$ cat config.mk
export PLATFORM = sky130hd
export DESIGN_NAME = drive_distance_heading_p_control
export DESIGN_NICKNAME = d
export VERILOG_FILES = /design/src/design/dhp_pkg.sv /design/src/design/dhp_front.sv /design/src/design/dhp_drive.sv /design/src/design/drive_distance_heading_p_control.sv
export SDC_FILE = /design/constraint.sdc
export NUM_CORES = 2
export LEC_CHECK = 0
export ABC_CLOCK_PERIOD_IN_PS = 28200
export BUFFER_PORTS_ARGS = -buffer_cell sky130_fd_sc_hd__buf_2
export CORE_UTILIZATION = 35
export DETAILED_ROUTE_END_ITERATION = 10
export GPL_ROUTABILITY_DRIVEN = 0
export HOLD_SLACK_MARGIN = 0.15
export SETUP_SLACK_MARGIN = 0.05
export SKIP_CTS_REPAIR_TIMING = 1
export SLEW_MARGIN = 40
export SYNTH_ARGS = -nofsm -noshare
export SYNTH_HDL_FRONTEND = slang
export SYNTH_HIERARCHICAL = 1
export SYNTH_SLANG_ARGS = --single-unit
export TNS_END_PERCENT = 30
$ cat constraint.sdc
create_clock -name clk -period 28.2 [get_ports clk]
set_input_delay 4.23 -clock clk [delete_from_list [all_inputs] [get_ports clk]]
set_output_delay 4.23 -clock clk [all_outputs]
set_load 0.01 [all_outputs]
$ cat src/design/dhp_pkg.sv
`timescale 1ns / 1ps
`default_nettype none
// ----------------------------------------------------------------------------
// dhp_pkg - shared types and constants for the distance/heading P controller
// Widths, register indexes, reset values and the per-stage control struct.
// ----------------------------------------------------------------------------
package dhp_pkg;

  // field widths
  localparam int POS_W     = 24;
  localparam int HEAD_W    = 13;
  localparam int GAIN_W    = 16;
  localparam int SPD_LIM_W = 10;
  localparam int TMO_W     = 16;
  localparam int DRIVE_W   = 12;
  localparam int ELAPSED_W = 17;
  localparam int CFG_IDX_W = 3;
  localparam int CFG_DAT_W = 24;

  // internal datapath widths
  localparam int ERR_W  = POS_W + 1;           // distance error
  localparam int HERR_W = HEAD_W + 1;          // heading error
  localparam int SPD_W  = ERR_W + GAIN_W + 1;  // error * gain, Q8
  localparam int CORR_W = HERR_W + GAIN_W + 1; // heading error * gain, Q12

  // configuration register indexes
  localparam logic [CFG_IDX_W-1:0] REG_GOAL_TICKS    = 3'd0;
  localparam logic [CFG_IDX_W-1:0] REG_START_HEADING = 3'd1;
  localparam logic [CFG_IDX_W-1:0] REG_DISTANCE_GAIN = 3'd2;
  localparam logic [CFG_IDX_W-1:0] REG_HEADING_GAIN  = 3'd3;
  localparam logic [CFG_IDX_W-1:0] REG_TOLERANCE     = 3'd4;
  localparam logic [CFG_IDX_W-1:0] REG_MAX_SPEED     = 3'd5;
  localparam logic [CFG_IDX_W-1:0] REG_MIN_SPEED     = 3'd6;
  localparam logic [CFG_IDX_W-1:0] REG_MOVE_LIMIT_MS = 3'd7;

  // register reset values
  localparam logic [GAIN_W-1:0]    DISTANCE_GAIN_RST = 16'd512;  // 2.0 in Q8.8
  localparam logic [GAIN_W-1:0]    HEADING_GAIN_RST  = 16'd768;  // 3.0 in Q8.8
  localparam logic [SPD_LIM_W-1:0] TOLERANCE_RST     = 10'd10;
  localparam logic [SPD_LIM_W-1:0] MAX_SPEED_RST     = 10'd127;
  localparam logic [SPD_LIM_W-1:0] MIN_SPEED_RST     = 10'd20;
  localparam logic [TMO_W-1:0]     MOVE_LIMIT_MS_RST = 16'd5000;

  // command codes
  localparam logic CMD_START  = 1'b0;
  localparam logic CMD_SAMPLE = 1'b1;

  // heading wrap, 1/16 degree units
  localparam logic signed [HERR_W-1:0] HALF_TURN = 14'sd2880;
  localparam logic signed [HERR_W-1:0] FULL_TURN = 14'sd5760;

  // drive saturation and elapsed time ceiling
  localparam logic signed [DRIVE_W-1:0] DRIVE_LIM   = 12'sd2047;
  localparam logic [ELAPSED_W-1:0]      ELAPSED_MAX = 17'd131071;

  // default control tick
  localparam int TICK_MS_DEF = 10;

  // control flags from the error stage
  typedef struct packed {
    logic start;  // start of a new move
    logic run;    // drive computed this sample
    logic done;   // move finished
    logic tmo;    // finish caused by timeout
  } dhp_ctl_t;

endpackage : dhp_pkg
`default_nettype wire

$ cat src/design/dhp_front.sv
`timescale 1ns / 1ps
`default_nettype none
// ----------------------------------------------------------------------------
// dhp_front - error stage
// Forms distance and heading errors, judges finish and multiplies by gains.
// ----------------------------------------------------------------------------
module dhp_front
  import dhp_pkg::*;
(
  input  wire logic                        cmd,
  input  wire logic signed [POS_W-1:0]     left_position,
  input  wire logic signed [POS_W-1:0]     right_position,
  input  wire logic        [HEAD_W-1:0]    heading,
  input  wire logic signed [POS_W-1:0]     goal_ticks,
  input  wire logic        [HEAD_W-1:0]    start_heading,
  input  wire logic        [GAIN_W-1:0]    distance_gain,
  input  wire logic        [GAIN_W-1:0]    heading_gain,
  input  wire logic        [SPD_LIM_W-1:0] tolerance,
  input  wire logic        [TMO_W-1:0]     move_limit_ms,
  input  wire logic        [ELAPSED_W-1:0] elapsed_ms,
  input  wire logic                        finished,
  input  wire logic                        ended_by_timeout,
  output dhp_ctl_t                         ctl,
  output logic signed      [SPD_W-1:0]     spd,
  output logic signed      [CORR_W-1:0]    corr
);

  logic signed [ERR_W-1:0]  pos_sum;
  logic signed [ERR_W-1:0]  pos_avg;
  logic signed [ERR_W-1:0]  err;
  logic        [ERR_W-1:0]  abs_err;
  logic                     in_tol;
  logic                     late;
  logic signed [HERR_W-1:0] herr_raw;
  logic signed [HERR_W-1:0] herr_hi;
  logic signed [HERR_W-1:0] herr;

  // average position, floor by arithmetic shift
  assign pos_sum = $signed({left_position[POS_W-1], left_position})
                 + $signed({right_position[POS_W-1], right_position});
  assign pos_avg = pos_sum >>> 1;
  assign err     = $signed({goal_ticks[POS_W-1], goal_ticks}) - pos_avg;
  assign abs_err = err[ERR_W-1] ? ERR_W'(-err) : ERR_W'(err);

  // finish conditions
  assign in_tol = abs_err < {{(ERR_W-SPD_LIM_W){1'b0}}, tolerance};
  assign late   = elapsed_ms > {{(ELAPSED_W-TMO_W){1'b0}}, move_limit_ms};

  // heading error, wrapped once each way
  assign herr_raw = $signed({1'b0, start_heading}) - $signed({1'b0, heading});
  assign herr_hi  = (herr_raw > HALF_TURN) ? herr_raw - FULL_TURN : herr_raw;
  assign herr     = (herr_hi < -HALF_TURN) ? herr_hi + FULL_TURN : herr_hi;

  // gain products, registered by the caller
  assign spd  = err * $signed({1'b0, distance_gain});
  assign corr = herr * $signed({1'b0, heading_gain});

  // control decision
  always_comb begin
    ctl = '0;
    if (cmd == CMD_START) begin
      ctl.start = 1'b1;
    end else if (finished) begin
      ctl.done = 1'b1;
      ctl.tmo  = ended_by_timeout;
    end else if (in_tol || late) begin
      ctl.done = 1'b1;
      ctl.tmo  = !in_tol;
    end else begin
      ctl.run = 1'b1;
    end
  end

endmodule : dhp_front
`default_nettype wire

$ cat src/design/dhp_drive.sv
`timescale 1ns / 1ps
`default_nettype none
// ----------------------------------------------------------------------------
// dhp_drive - drive stage
// Clamps and floors the base speed, applies heading correction, saturates; zero drive unless run.
// ----------------------------------------------------------------------------
module dhp_drive
  import dhp_pkg::*;
(
  input  wire logic                        run,
  input  wire logic signed [SPD_W-1:0]     spd,
  input  wire logic signed [CORR_W-1:0]    corr,
  input  wire logic        [SPD_LIM_W-1:0] max_speed,
  input  wire logic        [SPD_LIM_W-1:0] min_speed,
  output logic signed      [DRIVE_W-1:0]   left_drive,
  output logic signed      [DRIVE_W-1:0]   right_drive
);

  // clamped speed fits in a sign bit plus 19 magnitude bits
  localparam int SPDC_W = SPD_LIM_W + 8 + 2;
  localparam int Q_W    = CORR_W + 2;
  localparam int D_W    = Q_W - 12;

  logic signed [SPD_W-1:0]  hi;
  logic signed [SPD_W-1:0]  spd_clamp;
  logic signed [SPDC_W-1:0] spd_c;
  logic signed [SPDC_W-1:0] lo;
  logic signed [SPDC_W-1:0] spd_abs;
  logic signed [SPDC_W-1:0] spd_f;
  logic signed [Q_W-1:0]    q_base;
  logic signed [Q_W-1:0]    q_corr;
  logic signed [DRIVE_W-1:0] left_sat;
  logic signed [DRIVE_W-1:0] right_sat;

  // truncate toward zero by 4096, then saturate
  function automatic logic signed [DRIVE_W-1:0] to_drive(input logic signed [Q_W-1:0] q);
    logic signed [Q_W-1:0] qa;
    logic signed [D_W-1:0] d;
    qa = q[Q_W-1] ? q + Q_W'(4095) : q;
    d  = D_W'(qa >>> 12);
    if (d > D_W'(DRIVE_LIM)) begin
      to_drive = DRIVE_LIM;
    end else if (d < -D_W'(DRIVE_LIM)) begin
      to_drive = -DRIVE_LIM;
    end else begin
      to_drive = DRIVE_W'(d);
    end
  endfunction

  // clamp to +/- max_speed in Q8
  assign hi = $signed({{(SPD_W-SPD_LIM_W-8){1'b0}}, max_speed, 8'b0});
  always_comb begin
    spd_clamp = spd;
    if (spd > hi) begin
      spd_clamp = hi;
    end
    if (spd < -hi) begin
      spd_clamp = -hi;
    end
  end
  assign spd_c = SPDC_W'(spd_clamp);

  // minimum magnitude, zero goes negative
  assign lo      = $signed({2'b0, min_speed, 8'b0});
  assign spd_abs = spd_c[SPDC_W-1] ? -spd_c : spd_c;
  assign spd_f   = (spd_abs < lo) ? ((spd_c > 0) ? lo : -lo) : spd_c;

  // Q12 sums, speed sign-extended
  assign q_base    = Q_W'($signed({spd_f, 4'b0}));
  assign q_corr    = Q_W'(corr);
  assign left_sat  = to_drive(q_base - q_corr);
  assign right_sat = to_drive(q_base + q_corr);

  assign left_drive  = run ? left_sat  : '0;
  assign right_drive = run ? right_sat : '0;

endmodule : dhp_drive
`default_nettype wire

$ cat src/design/drive_distance_heading_p_control.sv
`timescale 1ns / 1ps
`default_nettype none
// ----------------------------------------------------------------------------
// drive_distance_heading_p_control - P distance drive with heading correction
// Three register stages: input, error/gain products, result.
// ----------------------------------------------------------------------------
// Each transfer on the input channel gives exactly one result, presented on
// the result port once it has passed the input, product and result registers,
// and one item is taken every cycle while the result side keeps up.
// A stall on the result side freezes all three stages at once, so in_stall
// follows out_stall whenever a result is waiting. Move state (elapsed time,
// finished, timeout cause) is updated as an item leaves the input register,
// so the next item is judged against it. Configuration writes are taken at
// any time but must only be issued while no item is in flight.
module drive_distance_heading_p_control
  import dhp_pkg::*;
#(
  parameter int TICK_MS = TICK_MS_DEF
) (
  input  wire logic                        clk,
  input  wire logic                        rst_n,
  // configuration
  input  wire logic                        cfg_we,
  input  wire logic        [CFG_IDX_W-1:0] cfg_index,
  input  wire logic        [CFG_DAT_W-1:0] cfg_data,
  // input channel
  input  wire logic                        in_valid,
  output logic                             in_stall,
  input  wire logic                        in_cmd,
  input  wire logic signed [POS_W-1:0]     in_left_position,
  input  wire logic signed [POS_W-1:0]     in_right_position,
  input  wire logic        [HEAD_W-1:0]    in_heading,
  // result channel
  output logic                             out_valid,
  input  wire logic                        out_stall,
  output logic signed      [DRIVE_W-1:0]   out_left_drive,
  output logic signed      [DRIVE_W-1:0]   out_right_drive,
  output logic                             out_done_res,
  output logic                             out_timed_out
);

  // configuration registers
  logic signed [POS_W-1:0]     goal_ticks_r;
  logic        [HEAD_W-1:0]    start_heading_r;
  logic        [GAIN_W-1:0]    distance_gain_r;
  logic        [GAIN_W-1:0]    heading_gain_r;
  logic        [SPD_LIM_W-1:0] tolerance_r;
  logic        [SPD_LIM_W-1:0] max_speed_r;
  logic        [SPD_LIM_W-1:0] min_speed_r;
  logic        [TMO_W-1:0]     move_limit_ms_r;

  // move state
  logic [ELAPSED_W-1:0] elapsed_ms_r;
  logic [ELAPSED_W-1:0] elapsed_ms_nxt;
  logic [ELAPSED_W:0]   elapsed_sum;
  logic                 finished_r;
  logic                 ended_by_timeout_r;

  // pipeline
  logic                        adv;
  logic                        in_valid_r;
  logic                        in_cmd_r;
  logic signed [POS_W-1:0]     in_left_r;
  logic signed [POS_W-1:0]     in_right_r;
  logic        [HEAD_W-1:0]    in_heading_r;
  dhp_ctl_t                    front_ctl;
  logic signed [SPD_W-1:0]     front_spd;
  logic signed [CORR_W-1:0]    front_corr;
  logic                        mid_valid_r;
  dhp_ctl_t                    mid_ctl_r;
  logic signed [SPD_W-1:0]     mid_spd_r;
  logic signed [CORR_W-1:0]    mid_corr_r;
  logic signed [DRIVE_W-1:0]   drv_left;
  logic signed [DRIVE_W-1:0]   drv_right;
  logic                        out_valid_r;
  logic signed [DRIVE_W-1:0]   out_left_r;
  logic signed [DRIVE_W-1:0]   out_right_r;
  logic                        out_done_r;
  logic                        out_tmo_r;

  // whole pipe moves unless a result is held
  assign adv      = !out_valid_r || !out_stall;
  assign in_stall = !adv;

  // configuration writes
  always_ff @(posedge clk) begin
    if (!rst_n) begin
      goal_ticks_r    <= '0;
      start_heading_r <= '0;
      distance_gain_r <= DISTANCE_GAIN_RST;
      heading_gain_r  <= HEADING_GAIN_RST;
      tolerance_r     <= TOLERANCE_RST;
      max_speed_r     <= MAX_SPEED_RST;
      min_speed_r     <= MIN_SPEED_RST;
      move_limit_ms_r <= MOVE_LIMIT_MS_RST;
    end else if (cfg_we) begin
      case (cfg_index)
        REG_GOAL_TICKS:    goal_ticks_r    <= $signed(cfg_data[POS_W-1:0]);
        REG_START_HEADING: start_heading_r <= cfg_data[HEAD_W-1:0];
        REG_DISTANCE_GAIN: distance_gain_r <= cfg_data[GAIN_W-1:0];
        REG_HEADING_GAIN:  heading_gain_r  <= cfg_data[GAIN_W-1:0];
        REG_TOLERANCE:     tolerance_r     <= cfg_data[SPD_LIM_W-1:0];
        REG_MAX_SPEED:     max_speed_r     <= cfg_data[SPD_LIM_W-1:0];
        REG_MIN_SPEED:     min_speed_r     <= cfg_data[SPD_LIM_W-1:0];
        REG_MOVE_LIMIT_MS: move_limit_ms_r <= cfg_data[TMO_W-1:0];
        default: ;
      endcase
    end
  end

  // input register
  always_ff @(posedge clk) begin
    if (!rst_n) begin
      in_valid_r <= 1'b0;
    end else if (adv) begin
      in_valid_r <= in_valid;
    end
  end

  always_ff @(posedge clk) begin
    if (adv && in_valid) begin
      in_cmd_r     <= in_cmd;
      in_left_r    <= in_left_position;
      in_right_r   <= in_right_position;
      in_heading_r <= in_heading;
    end
  end

  // error stage
  dhp_front u_front (
    .cmd              (in_cmd_r),
    .left_position    (in_left_r),
    .right_position   (in_right_r),
    .heading          (in_heading_r),
    .goal_ticks       (goal_ticks_r),
    .start_heading    (start_heading_r),
    .distance_gain    (distance_gain_r),
    .heading_gain     (heading_gain_r),
    .tolerance        (tolerance_r),
    .move_limit_ms    (move_limit_ms_r),
    .elapsed_ms       (elapsed_ms_r),
    .finished         (finished_r),
    .ended_by_timeout (ended_by_timeout_r),
    .ctl              (front_ctl),
    .spd              (front_spd),
    .corr             (front_corr)
  );

  // elapsed time, saturating
  assign elapsed_sum    = {1'b0, elapsed_ms_r} + (ELAPSED_W+1)'(TICK_MS);
  assign elapsed_ms_nxt = (elapsed_sum > {1'b0, ELAPSED_MAX}) ? ELAPSED_MAX
                                                              : elapsed_sum[ELAPSED_W-1:0];

  // move state update as an item leaves the input register
  always_ff @(posedge clk) begin
    if (!rst_n) begin
      elapsed_ms_r       <= '0;
      finished_r         <= 1'b0;
      ended_by_timeout_r <= 1'b0;
    end else if (adv && in_valid_r) begin
      if (front_ctl.start) begin
        elapsed_ms_r       <= '0;
        finished_r         <= 1'b0;
        ended_by_timeout_r <= 1'b0;
      end else if (front_ctl.run) begin
        elapsed_ms_r <= elapsed_ms_nxt;
      end else if (front_ctl.done && !finished_r) begin
        finished_r         <= 1'b1;
        ended_by_timeout_r <= front_ctl.tmo;
      end
    end
  end

  // product register
  always_ff @(posedge clk) begin
    if (!rst_n) begin
      mid_valid_r <= 1'b0;
    end else if (adv) begin
      mid_valid_r <= in_valid_r;
    end
  end

  always_ff @(posedge clk) begin
    if (adv && in_valid_r) begin
      mid_ctl_r  <= front_ctl;
      mid_spd_r  <= front_spd;
      mid_corr_r <= front_corr;
    end
  end

  // drive stage
  dhp_drive u_drive (
    .run         (mid_ctl_r.run),
    .spd         (mid_spd_r),
    .corr        (mid_corr_r),
    .max_speed   (max_speed_r),
    .min_speed   (min_speed_r),
    .left_drive  (drv_left),
    .right_drive (drv_right)
  );

  // result register
  always_ff @(posedge clk) begin
    if (!rst_n) begin
      out_valid_r <= 1'b0;
    end else if (adv) begin
      out_valid_r <= mid_valid_r;
    end
  end

  always_ff @(posedge clk) begin
    if (adv && mid_valid_r) begin
      out_left_r  <= drv_left;
      out_right_r <= drv_right;
      out_done_r  <= mid_ctl_r.done;
      out_tmo_r   <= mid_ctl_r.tmo;
    end
  end

  assign out_valid       = out_valid_r;
  assign out_left_drive  = out_left_r;
  assign out_right_drive = out_right_r;
  assign out_done_res    = out_done_r;
  assign out_timed_out   = out_tmo_r;

endmodule : drive_distance_heading_p_control
`default_nettype wire

==> metrics.txt <==
Routed Antenna Nets=0; reg2reg setup slack=14.77 ns; count of flip-flops with a built-in enable after synthesis=164; fraction of registers with async set or reset after synthesis=0; total of buffers placed on input and output ports=121; category of the worst setup path launch point=flip-flop; final count of pins violating max slew=0; post-synthesis cell count=about 5500; ports placed on the boundary=122; Post-Synthesis Cell Area=46400 um^2; maximum single-stage delay on the critical path=0.58 ns; power density over cell area=120 nW/um^2; initial core utilization=0.353; die height=366 um; count of yosys warnings during synthesis=6; ratio of cells with drive above 1 in the final layout=0.0697; worst vdd ir=roughly 0.14 mV; Net count, final=~6500; category of the worst setup path capture point=flip-flop; shortest clock period the worst path allows after layout=13.43 ns; Crit path required time=28.62 ns; wire length of the first global-routing pass=212000 um; pin slew with the least headroom to its limit=0.925 ns; final number of hold-violating endpoints=0; flip-flop cell with the highest count after synthesis=sky130_fd_sc_hd__edfxtp_1; detailed-route wire length=132000 um; Die ar.=134000 um^2; placeable core area=131000 um^2; P&R area growth vs syn=8.16%; area of the multi-input gates=34900 um^2; total design power=roughly 6.0 mW; summed negative setup slack over all endpoints=0 ns; Avg WL per Cell=around 18 um; post-DP HPWL=104000 um; count of final setup violators=0; total nets after synthesis=around 6500; number of vias in the routed layout=38600; status=complete, no violations; Residual DRC=0; total global routing overflow=0; number of sinks driven by the clock tree=301; clock tree buffer depth=3; fin crit share=0.476; GRT Util Overall=0.195; Peak Freq=0.0745 GHz; clock latency on the worst-skew pair=0.56 ns; pin count of the biggest net entering global routing=66; share of Yosys cell area claimed by the top area cell type=0.242; Data arrival, critical path=13.85 ns; initial antenna violation count=9; sequential fraction of the synthesis area=0.165; number of placement rows=133; Sequential cell area=7670 um^2; number of max-cap violations=0; clk_skew=0.0283 ns; root buffer cell=sky130_fd_sc_hd__clkbuf_16; routed via count divided by cell count=5.32; setup repair after global routing missed its margin=no; count of cell types in the netlist=134; via count of the first global-routing pass=38700; Min-Delay Path Class=flip-flop to flip-flop; Pleak=22.5 nW; biggest area consumer among synthesized cells=sky130_fd_sc_hd__fa_1; die outline width=366 um; fill cell count=13300; top area cells in the synthesized netlist=sky130_fd_sc_hd__fa_1, sky130_fd_sc_hd__ha_1, sky130_fd_sc_hd__edfxtp_1, sky130_fd_sc_hd__inv_1, sky130_fd_sc_hd__nand2_1; clock slew at the register clock pins of the worst setup and hold paths=0.06 ns; total iterations of the first detailed-routing run=6; slowest cell on the critical path=sky130_fd_sc_hd__or4_4; tightest slew margin relative to the limit=0.378; Iteration-0 DRC Markers=2894; number of register bits inferred by synthesis=301; TritonCTS clock tree=yes; Avg Synthesized Cell Area=8.48 um^2; Critical Setup Path Class=flip-flop to flip-flop; largest driver fanout on the critical path=20; Inserted Clock Buffers=37; Max H-tree Level=2
metrics by stage:
step | utilization | instances | hold slack, ns | setup slack (ns) | area (um^2)
floorplan | - | 5466 | 0.400 | 16.52 | 46400
global route | 0.381 | 7238 | 0.472 | 13.81 | 50200
CTS | 0.381 | 7237 | 0.457 | 14.91 | 50100
global placement | 0.371 | 7168 | 0.442 | 15.10 | 48800
detailed placement | 0.372 | 7170 | 0.448 | 14.96 | 48900
finish | 0.382 | 7242 | 0.454 | 14.77 | 50200
synthesized netlist by cell type (all sizes together), types with 45 or more instances:
cell / number
a21o: 83
nand2: 784
nor2b: 58
xor2: 56
nor3: 93
edfxtp: 164
nand4: 63
a21oi: 369
xnor2: 164
and3: 63
o21ai: 139
ha: 406
clkbuf: 185
inv: 814
fa: 561
dfxtp: 137
nand3: 106
and2: 191
buf: 49
nor4: 51
nand2b: 45
nor2: 280
layer usage:
layer | up-vias | wire, um | part of all wire | track usage
li1 | 18200 | - | - | -
met5 | - | 73 | 0.00055 | 0
met2 | 1268 | 58600 | 0.44 | 0.313
met4 | 10 | 2980 | 0.023 | 0.0445
met1 | 18900 | 61600 | 0.47 | 0.275
met3 | 201 | 8610 | 0.065 | 0.0281
path summary, 6_finish.rpt:
check | cells after the start | start | end
min | 2 | distance_gain_r[15] | distance_gain_r[15]
min reg2reg | 2 | distance_gain_r[15] | distance_gain_r[15]
max reg2reg | 47 | max_speed_r[5] | out_left_drive[8]
max | 47 | max_speed_r[5] | out_left_drive[8]
where the power goes:
part           leakage [nW]  internal, mW  total (mW)  switching, mW
combinational          19.3          1.75        4.92           3.17
sequential             2.67         0.589       0.638         0.0494
clock                 0.591         0.286       0.480          0.194
total                  22.5          2.63        6.04           3.41
cell families (layout without fill, tap and decap cells):
group | Yosys count | count (layout) | synth area share
muxes | 36 | 36 | 0.00853
xor gates and xnor gates | 221 | 221 | 0.0420
other | 0 | 4 | 0
adders and majority gates | 971 | 971 | 0.353
buffers and inverters | 1050 | 1067 | 0.0871
DFF | 301 | 301 | 0.165
and+or+nand+nor | 1868 | 1868 | 0.196
AOI/OAI and AO/OA | 1019 | 1019 | 0.148
placed cells by master (no fill, tap or decap), types with 15 or more instances in the layout:
master,n
sky130_fd_sc_hd__nand4_1,62
sky130_fd_sc_hd__xnor2_1,154
sky130_fd_sc_hd__o31ai_1,35
sky130_fd_sc_hd__mux2i_1,26
sky130_fd_sc_hd__edfxtp_1,164
sky130_fd_sc_hd__inv_1,811
sky130_fd_sc_hd__o31a_1,15
sky130_fd_sc_hd__o21a_1,37
sky130_fd_sc_hd__nand2b_1,44
sky130_fd_sc_hd__and2_1,188
sky130_fd_sc_hd__o21bai_1,35
sky130_fd_sc_hd__buf_2,121
sky130_fd_sc_hd__nor3_1,88
sky130_fd_sc_hd__or2_2,27
sky130_fd_sc_hd__clkbuf_16,37
sky130_fd_sc_hd__o21ai_0,127
sky130_fd_sc_hd__nand2_1,782
sky130_fd_sc_hd__a21o_1,83
sky130_fd_sc_hd__a31oi_1,32
sky130_fd_sc_hd__or3_1,34
sky130_fd_sc_hd__nor4_1,43
sky130_fd_sc_hd__ha_1,405
sky130_fd_sc_hd__a211o_1,17
sky130_fd_sc_hd__nor2_1,272
sky130_fd_sc_hd__dfxtp_1,137
sky130_fd_sc_hd__nand3_1,104
sky130_fd_sc_hd__a21oi_1,364
sky130_fd_sc_hd__fa_1,561
sky130_fd_sc_hd__nor2b_1,58
sky130_fd_sc_hd__xor2_1,53
sky130_fd_sc_hd__and3_1,63
sky130_fd_sc_hd__o211ai_1,18
sky130_fd_sc_hd__buf_4,60
sky130_fd_sc_hd__a211oi_1,39
registers in the layout (all words and copies together), names as in the netlist, 3 cells and up:
name and cells:
distance_gain_r 16, elapsed_ms_r 17, goal_ticks_r 24, heading_gain_r 16, in_heading_r 13, in_left_r 24
in_right_r 24, max_speed_r 10, mid_corr_r 31, mid_ctl_r 3, mid_spd_r 42, min_speed_r 10
move_limit_ms_r 16, out_left_drive 12, out_right_drive 12, start_heading_r 13, tolerance_r 10
cell type report:
type / count / share of cell area
clock buffer: 47 / 0.0196
tap: 1755 / 0.0438
multi-input combinational: 4115 / 0.696
antenna: 4 / 0.000200
clock inverter: 20 / 0.00444
sequential: 301 / 0.153
inverter: 816 / 0.0612
timing repair buffer: 184 / 0.0218
worst max-delay path: cells and delay by family, from the launching register on:
kind            cells  cell delay (ns)
buf+inv             2             0.38
simple gates       20             5.49
compound gates     20             5.58
xor+xnor            2             0.34
fa+ha+maj           3             1.13
flops               1             0.37
(Power assumes the default switching activity.)
